--- config.mk ---
export PLATFORM = sky130hd
export DESIGN_NAME = xorshift128plus_ranged_rng_unit
export DESIGN_NICKNAME = d
export VERILOG_FILES = /design/src/rtl/core/xrng_pkg.sv /design/src/rtl/core/xrng_mul.sv /design/src/rtl/core/xrng_mod.sv /design/src/rtl/core/xorshift128plus_ranged_rng_unit.sv
export SDC_FILE = /design/constraint.sdc
export NUM_CORES = 2
export LEC_CHECK = 0
export ABC_CLOCK_PERIOD_IN_PS = 23400
export BUFFER_PORTS_ARGS = -buffer_cell sky130_fd_sc_hd__buf_2
export CORE_AREA = 5 5 290 292
export CTS_CLUSTER_DIAMETER = 200
export DETAILED_ROUTE_END_ITERATION = 16
export DIE_AREA = 0 0 295 297
export PLACE_DENSITY_LB_ADDON = 0.3
export SLEW_MARGIN = 25
export SYNTH_ARGS = -nofsm -noshare
export SYNTH_HDL_FRONTEND = slang
export SYNTH_SLANG_ARGS = --single-unit
--- constraint.sdc ---
create_clock -name clk -period 23.4 [get_ports clk]
set_clock_uncertainty 0.15 [all_clocks]
set_input_delay 2.34 -clock clk [delete_from_list [all_inputs] [get_ports clk]]
set_output_delay 2.34 -clock clk [all_outputs]
set_load 0.01 [all_outputs]
--- src/rtl/core/xrng_pkg.sv ---
// xrng_pkg: shared widths and constants for the xorshift128+ ranged generator.
// No dependencies; imported by every module under rtl/core.
`timescale 1ns / 1ps

package xrng_pkg;

  localparam int WordW  = 64;
  localparam int RangeW = 32;

  // splitmix64 constants
  localparam logic [WordW-1:0] GoldenStep = 64'h9E3779B97F4A7C15;
  localparam logic [WordW-1:0] MixMulA    = 64'hBF58476D1CE4E5B9;
  localparam logic [WordW-1:0] MixMulB    = 64'h94D049BB133111EB;

  localparam int MixShift0 = 30;
  localparam int MixShift1 = 27;
  localparam int MixShift2 = 31;

  // xorshift128+ shift amounts
  localparam int XsShiftA = 23;
  localparam int XsShiftB = 17;
  localparam int XsShiftC = 26;

  typedef logic [WordW-1:0]  word_t;
  typedef logic [RangeW-1:0] range_t;

  // Handshake between the sequencer and a bit-serial unit
  typedef struct packed {
    logic start;
  } unit_ctl_t;

  typedef struct packed {
    logic done;
  } unit_sts_t;

endpackage

--- src/rtl/core/xrng_mul.sv ---
// xrng_mul: bit-serial shift-and-add multiplier, low 64 bits of the product.
// Depends on xrng_pkg. One multiplier bit per cycle.
`timescale 1ns / 1ps

module xrng_mul (
  input  logic              clk,
  input  logic              rst,
  input  xrng_pkg::unit_ctl_t ctl,
  input  xrng_pkg::word_t   multiplicand,
  input  xrng_pkg::word_t   multiplier,
  output xrng_pkg::unit_sts_t sts,
  output xrng_pkg::word_t   product
);
  import xrng_pkg::*;

  localparam int CntW = $clog2(WordW);

  logic            busy;
  logic [CntW-1:0] count;
  word_t           mcand;
  word_t           mplier;
  word_t           acc;
  logic            done;

  // Control: step through every multiplier bit after start, pulse done at the end
  always_ff @(posedge clk) begin
    if (rst) begin
      busy  <= 1'b0;
      count <= '0;
      done  <= 1'b0;
    end else begin
      done <= 1'b0;
      if (ctl.start) begin
        busy  <= 1'b1;
        count <= '0;
      end else if (busy) begin
        count <= count + 1'b1;
        if (count == CntW'(WordW - 1)) begin
          busy <= 1'b0;
          done <= 1'b1;
        end
      end
    end
  end

  // Datapath: add the shifted multiplicand for each set multiplier bit
  always_ff @(posedge clk) begin
    if (ctl.start) begin
      mcand  <= multiplicand;
      mplier <= multiplier;
      acc    <= '0;
    end else if (busy) begin
      acc    <= acc + (mplier[0] ? mcand : '0);
      mcand  <= {mcand[WordW-2:0], 1'b0};
      mplier <= {1'b0, mplier[WordW-1:1]};
    end
  end

  assign sts.done = done;
  assign product  = acc;

endmodule

--- src/rtl/core/xrng_mod.sv ---
// xrng_mod: bit-serial restoring divider giving a 64-by-32-bit remainder.
// Depends on xrng_pkg. One quotient bit per cycle; divisor must be nonzero.
`timescale 1ns / 1ps

module xrng_mod (
  input  logic                clk,
  input  logic                rst,
  input  xrng_pkg::unit_ctl_t ctl,
  input  xrng_pkg::word_t     dividend,
  input  xrng_pkg::range_t    divisor,
  output xrng_pkg::unit_sts_t sts,
  output xrng_pkg::range_t    remainder
);
  import xrng_pkg::*;

  localparam int CntW = $clog2(WordW);

  logic            busy;
  logic [CntW-1:0] count;
  logic            done;
  word_t           dvd;
  range_t          dvs;
  range_t          rem;
  logic [RangeW:0] rem_sh;
  logic [RangeW:0] diff;

  // Shift in the next dividend bit and try the subtract
  assign rem_sh = {rem, dvd[WordW-1]};
  assign diff   = rem_sh - {1'b0, dvs};

  // Control: WordW steps after start, pulse done at the end
  always_ff @(posedge clk) begin
    if (rst) begin
      busy  <= 1'b0;
      count <= '0;
      done  <= 1'b0;
    end else begin
      done <= 1'b0;
      if (ctl.start) begin
        busy  <= 1'b1;
        count <= '0;
      end else if (busy) begin
        count <= count + 1'b1;
        if (count == CntW'(WordW - 1)) begin
          busy <= 1'b0;
          done <= 1'b1;
        end
      end
    end
  end

  // Datapath: keep the difference when no borrow, else the shifted value
  always_ff @(posedge clk) begin
    if (ctl.start) begin
      dvd <= dividend;
      dvs <= divisor;
      rem <= '0;
    end else if (busy) begin
      dvd <= {dvd[WordW-2:0], 1'b0};
      rem <= diff[RangeW] ? rem_sh[RangeW-1:0] : diff[RangeW-1:0];
    end
  end

  assign sts.done  = done;
  assign remainder = rem;

endmodule

--- src/rtl/core/xorshift128plus_ranged_rng_unit.sv ---
// Top level of the xorshift128+ ranged generator: sequencer, state words, output register.
// Depends on xrng_pkg, xrng_mul and xrng_mod.
`timescale 1ns / 1ps

// Random number generator with two 64-bit state words. A draw word (kind 0)
// advances xorshift128+ and returns the 64-bit sum plus
// range_low + (sum mod (range_high - range_low)), or range_low when that span
// is zero. A seed word (kind 1) loads both state words from splitmix64 and
// returns nothing. Words are taken one at a time: a draw occupies the block until
// the bit-serial divider, which makes one quotient bit per cycle, has finished
// (the divider is skipped when the span is zero); a seed occupies it for four
// passes through the shared bit-serial multiplier at one bit per cycle. After
// reset the block seeds itself with zero, holding in_stall high until that seed
// is done. A finished result waits in the output register while the next word
// is taken; a draw that completes while it still waits holds until the output
// is free.
module xorshift128plus_ranged_rng_unit (
  input  logic                  clk,
  input  logic                  rst,
  input  logic                  in_valid,
  output logic                  in_stall,
  input  logic                  kind,
  input  logic [63:0]           seed_value,
  input  logic signed [31:0]    range_low,
  input  logic [31:0]           range_high,
  output logic                  out_valid,
  input  logic                  out_stall,
  output logic [63:0]           random_word,
  output logic signed [31:0]    ranged_value
);
  import xrng_pkg::*;

  typedef enum logic [2:0] {
    ST_BOOT,
    ST_IDLE,
    ST_MIX,
    ST_MULA,
    ST_MULB,
    ST_MOD,
    ST_WAIT
  } state_t;

  state_t    state;
  word_t     word_first;
  word_t     word_second;
  word_t     counter;
  logic      second_pass;
  word_t     sum_hold;
  range_t    low_hold;
  logic      span_zero;
  logic      out_load;

  unit_ctl_t mul_ctl;
  unit_sts_t mul_sts;
  word_t     mul_a;
  word_t     mul_b;
  word_t     mul_p;
  unit_ctl_t mod_ctl;
  unit_sts_t mod_sts;
  range_t    mod_divisor;
  range_t    mod_rem;

  // xorshift128+ step, evaluated on the current state words
  word_t  xs_a;
  word_t  xs_new;
  word_t  xs_sum;
  range_t span;
  word_t  mix_out;

  assign xs_a    = word_first ^ (word_first << XsShiftA);
  assign xs_new  = xs_a ^ word_second ^ (xs_a >> XsShiftB) ^ (word_second >> XsShiftC);
  assign xs_sum  = xs_new + word_second;
  assign span    = range_high - $unsigned(range_low);
  assign mix_out = (mul_p ^ (mul_p >> MixShift2)) | word_t'(1);

  assign in_stall = (state != ST_IDLE);

  // Load the output register when a result waits and the register is free
  assign out_load = (state == ST_WAIT) && (!out_valid || !out_stall);

  // Sequencer: state, state words and output register
  always_ff @(posedge clk) begin
    if (rst) begin
      state         <= ST_BOOT;
      out_valid     <= 1'b0;
      mul_ctl.start <= 1'b0;
      mod_ctl.start <= 1'b0;
      second_pass   <= 1'b0;
    end else begin
      mul_ctl.start <= 1'b0;
      mod_ctl.start <= 1'b0;
      if (out_load) begin
        out_valid <= 1'b1;
      end else if (out_valid && !out_stall) begin
        out_valid <= 1'b0;
      end
      case (state)
        ST_BOOT: begin
          counter     <= GoldenStep;
          second_pass <= 1'b0;
          state       <= ST_MIX;
        end
        ST_IDLE: begin
          if (in_valid) begin
            if (kind) begin
              counter     <= seed_value + GoldenStep;
              second_pass <= 1'b0;
              state       <= ST_MIX;
            end else begin
              word_first    <= word_second;
              word_second   <= xs_new;
              sum_hold      <= xs_sum;
              low_hold      <= $unsigned(range_low);
              mod_divisor   <= span;
              span_zero     <= (span == '0);
              if (span == '0) begin
                state <= ST_WAIT;
              end else begin
                mod_ctl.start <= 1'b1;
                state         <= ST_MOD;
              end
            end
          end
        end
        ST_MIX: begin
          mul_a         <= counter ^ (counter >> MixShift0);
          mul_b         <= MixMulA;
          mul_ctl.start <= 1'b1;
          state         <= ST_MULA;
        end
        ST_MULA: begin
          if (mul_sts.done) begin
            mul_a         <= mul_p ^ (mul_p >> MixShift1);
            mul_b         <= MixMulB;
            mul_ctl.start <= 1'b1;
            state         <= ST_MULB;
          end
        end
        ST_MULB: begin
          if (mul_sts.done) begin
            if (!second_pass) begin
              word_first  <= mix_out;
              counter     <= counter + GoldenStep;
              second_pass <= 1'b1;
              state       <= ST_MIX;
            end else begin
              word_second <= mix_out;
              state       <= ST_IDLE;
            end
          end
        end
        ST_MOD: begin
          if (mod_sts.done) begin
            state <= ST_WAIT;
          end
        end
        ST_WAIT: begin
          // Hold until the output register is free
          if (out_load) begin
            random_word  <= sum_hold;
            ranged_value <= $signed(low_hold + (span_zero ? '0 : mod_rem));
            state        <= ST_IDLE;
          end
        end
        default: begin
          state <= ST_IDLE;
        end
      endcase
    end
  end

  xrng_mul u_mul (
    .clk          (clk),
    .rst          (rst),
    .ctl          (mul_ctl),
    .multiplicand (mul_a),
    .multiplier   (mul_b),
    .sts          (mul_sts),
    .product      (mul_p)
  );

  xrng_mod u_mod (
    .clk       (clk),
    .rst       (rst),
    .ctl       (mod_ctl),
    .dividend  (sum_hold),
    .divisor   (mod_divisor),
    .sts       (mod_sts),
    .remainder (mod_rem)
  );

endmodule

==> out/qor.json <==
{
  "clk_pin_slew_worst_paths_ps": 60,
  "grt_remaining_overflow": 0,
  "clock_insertion_delay_worst_skew_ps": 660,
  "die_area_mm2": 0.0876,
  "number_of_buffers_inserted_by_port_buffering": 230,
  "routed-wl-met2_mm": 57.4,
  "post-cts-setup-buffers": 0,
  "starting_utilization_of_the_core_area": 0.593,
  "wl_mm": 125,
  "power.density_mw_per_mm2": 128,
  "status": "complete, no violations",
  "cp_max_fo": 4,
  "drive_gt1_frac": 0.129,
  "drv.max_cap_violation_count": 0,
  "timing.critical_path.cells": "buf_2 > ha_1 > fa_1 > nand2b_1 > a211oi_1 > o21bai_1 > a2111o_1 > and2_1 > xnor2_1 > nor4_1 > nand4b_1 > nor4bb_1 > nand4b_1 > a21o_1 > a21oi_1",
  "final-setup-viol-count": 0,
  "dp_hpwl_mm": 91.2,
  "min-delay-path-class": "flip-flop to flip-flop",
  "routed-wl-met3_mm": 9.36,
  "sequential_share_of_the_synthesized_area": 0.489,
  "finish.instance_area_mm2": 0.0533,
  "cts_hold_buf": 0,
  "final_core_utilization": 0.655,
  "grt_pass1_vias": 33400,
  "synthesis.area_mm2": 0.0482,
  "finalHoldViolCount": 0,
  "netlist_top_cells_area": "sky130_fd_sc_hd__edfxtp_1, sky130_fd_sc_hd__xnor2_1, sky130_fd_sc_hd__ha_1",
  "ys.warnings.count": 0,
  "area_delta_synth_final_pct": 10.4,
  "fin_cells": 5902,
  "dr_total_vias": 35457,
  "headroom_to_the_max_slew_limit": 0.309,
  "place_inst": 5734,
  "clkSinkCount": 826,
  "row_count": 105,
  "dr.first_iter.drc_count": 3664,
  "critical_path_arrival_ps": 6310,
  "asyncSetResetFlopFracSynth": 0,
  "max_freq_ghz": 0.170,
  "cts_inserted_buffers": 89,
  "count_of_flip_flops_with_a_built_in_enable_after_synthesis": 707,
  "io-pin-count": 231,
  "netlist-cell-type-count": 97,
  "timing.critical_path.required_ps": 23830,
  "placement.cell_area_mm2": 0.0503,
  "worstReg2RegStart": "word_first[25]$_DFFE_PP_",
  "finish.net_count": 5115,
  "synth_largest_area_cell": "sky130_fd_sc_hd__edfxtp_1",
  "route.detailed.drc": 0,
  "floorplan.die.width_um": 295,
  "ctsResizeCount": 0,
  "timing.hold.worst.start": "mod_divisor[25]$_DFFE_PP_",
  "rsz0062_at_grt": "false",
  "regToRegSetupSlack_ps": 17830,
  "final-max-slew-violation-count": 0,
  "route.top_layer_used": "met4",
  "critPathLaunch": "range_low[0]",
  "antenna_found_initial": 1,
  "die_height_um": 297,
  "tightestPinTransition_ps": 1040,
  "wl_met1_mm": 54.2,
  "postSynthNetCount": 4952,
  "crit_path_top_delay_cell": "sky130_fd_sc_hd__a2111o_1",
  "total_leakage_power_nw": 20.7,
  "synthesis.instances": 4592,
  "drtAntennaViolNets": 0,
  "final_min_period_over_clock_period": 0.251,
  "finalSetupTns_ps": 0,
  "dominantRegCellSynth": "sky130_fd_sc_hd__edfxtp_1",
  "area_of_the_core_mm2": 0.0813,
  "tritoncts_clock_tree": "done",
  "timing.critical_path.to_type": "flip-flop",
  "ir_drop_v": 0.0000973,
  "global_route_wire_length_before_repair_mm": 194,
  "timing.critical_path.from_type": "primary input",
  "synth_seq_cells": 826,
  "synth_area_per_cell_um2": 10.5,
  "grt_max_degree": 107,
  "worst-setup-path-type": "primary input to flip-flop",
  "avgRoutedWirePerCell_um": 21.2,
  "critical_path.max_stage_delay_ps": 520,
  "place_congestion": 0.970,
  "period_minus_slack_ps": 5880,
  "cpMostUsedCell": "sky130_fd_sc_hd__nand4b_1",
  "routed_via_density": 6.01,
  "drt_pass1_iterations": 6,
  "htree_num_levels": 3,
  "clockRootBuffer": "sky130_fd_sc_hd__clkbuf_16",
  "synth_top_cell_area_share": 0.440,
  "gr-usage-all-layers": 0.278,
  "cts_max_path_buffers": 3
}
-- stage by stage --
stage                     hold WS, ps  setup slack [ps]  power (mW)
after floorplan                   250              6470        4.62
after global placement            252             16930        5.28
after detailed placement          256             16950        5.35
after CTS                         259             17620        6.79
after global routing              272             17390        7.23
final                             262             17520        6.81
-- layout make-up --
cell class              count  area, µm²
repair buffers            264       1410
inverters                 181        682
fillers                  6472      28100
clock inverters            48        519
flip-flops and latches    826      23600
multi-input cells        3393      23200
well taps                1070       1340
clock buffers             119       2460
diodes                      1       2.50
-- synth_stat cells (35+ instances only) --
cell	instances
sky130_fd_sc_hd__a21oi_1	284
sky130_fd_sc_hd__mux2i_1	85
sky130_fd_sc_hd__nor2b_1	75
sky130_fd_sc_hd__xnor2_1	355
sky130_fd_sc_hd__nor3_1	50
sky130_fd_sc_hd__nand2_1	392
sky130_fd_sc_hd__and2_1	88
sky130_fd_sc_hd__xor2_1	212
sky130_fd_sc_hd__inv_1	181
sky130_fd_sc_hd__a21o_1	103
sky130_fd_sc_hd__dfxtp_1	119
sky130_fd_sc_hd__o21ai_0	223
sky130_fd_sc_hd__o21bai_1	35
sky130_fd_sc_hd__clkbuf_1	159
sky130_fd_sc_hd__nand2b_1	50
sky130_fd_sc_hd__mux2_2	154
sky130_fd_sc_hd__nand3_1	68
sky130_fd_sc_hd__nand4_1	37
sky130_fd_sc_hd__nor2_1	477
sky130_fd_sc_hd__edfxtp_1	707
sky130_fd_sc_hd__ha_1	222
sky130_fd_sc_hd__a211oi_1	64
-- placed cells by master, fill, tap and decap left out, types with 75 or more instances in the layout --
cell type                   synthesis  routed
sky130_fd_sc_hd__edfxtp_1         707     707
sky130_fd_sc_hd__nor2_1           477     476
sky130_fd_sc_hd__nand2_1          392     391
sky130_fd_sc_hd__xnor2_1          355     354
sky130_fd_sc_hd__a21oi_1          284     284
sky130_fd_sc_hd__buf_2              4     230
sky130_fd_sc_hd__o21ai_0          223     223
sky130_fd_sc_hd__ha_1             222     222
sky130_fd_sc_hd__xor2_1           212     212
sky130_fd_sc_hd__inv_1            181     180
sky130_fd_sc_hd__mux2_2           154     154
sky130_fd_sc_hd__dfxtp_1          119     115
sky130_fd_sc_hd__a21o_1           103     103
sky130_fd_sc_hd__clkbuf_16          0      91
sky130_fd_sc_hd__and2_1            88      88
sky130_fd_sc_hd__mux2i_1           85      85
sky130_fd_sc_hd__nor2b_1           75      75
-- cell families after synthesis --
logic type	Yosys count	share of synthesized area
multiplexers	241	0.0544
adder cells (fa/ha/maj)	227	0.0596
flip-flops	826	0.489
AO/OA/AOI/OAI	988	0.132
AND/OR/NAND/NOR	1370	0.131
XOR/XNOR	567	0.103
buffers and inverters	373	0.0305
-- where the power goes --
| group | switching (mW) | internal, mW | total (mW) |
|---|---|---|---|
| sequential | 0.332 | 2.11 | 2.44 |
| combinational | 1.74 | 1.19 | 2.93 |
| clock | 0.602 | 0.826 | 1.43 |
| total | 2.67 | 4.13 | 6.81 |
-- worst max-delay path, delay by kind of cell --
family | cells | cell delay (ps)
AND/OR/NAND/NOR | 6 | 1600
XOR/XNOR | 1 | 160
adder cells (fa/ha/maj) | 2 | 640
AO/OA/AOI/OAI | 5 | 1450
buffers and inverters | 1 | 110
-- path summary, 6_finish.rpt --
check                            end  cells after the start
min reg2reg  u_mod.dvs[25]$_DFFE_PP_                      0
max            state[1]$_SDFFE_PP0P_                     15
max reg2reg   sum_hold[60]$_DFFE_PP_                     15
min          u_mod.dvs[25]$_DFFE_PP_                      0
-- flip-flops by register name, summed over array words and instances, names as in the netlist, 2 cells and up --
signal and count:
random_word 64, mul_b 2, word_second 64, counter 64, ranged_value 32, word_first 64, u_mul.mplier 64, low_hold 32
sum_hold 64, u_mod.count 6, u_mul.product 64, state 3, u_mod.remainder 32, u_mod.dvd 64, u_mul.mcand 64, mul_a 64
u_mul.count 6, u_mod.dvs 32, mod_divisor 32
-- per-layer routing --
layer / GRT usage / vias to the layer above
li1: - / 16858
met1: 0.399 / 16941
met2: 0.441 / 1415
met3: 0.0410 / 243
met4: 0.0840 / 0
met5: 0 / -
Power figures use the tool's default switching activity.
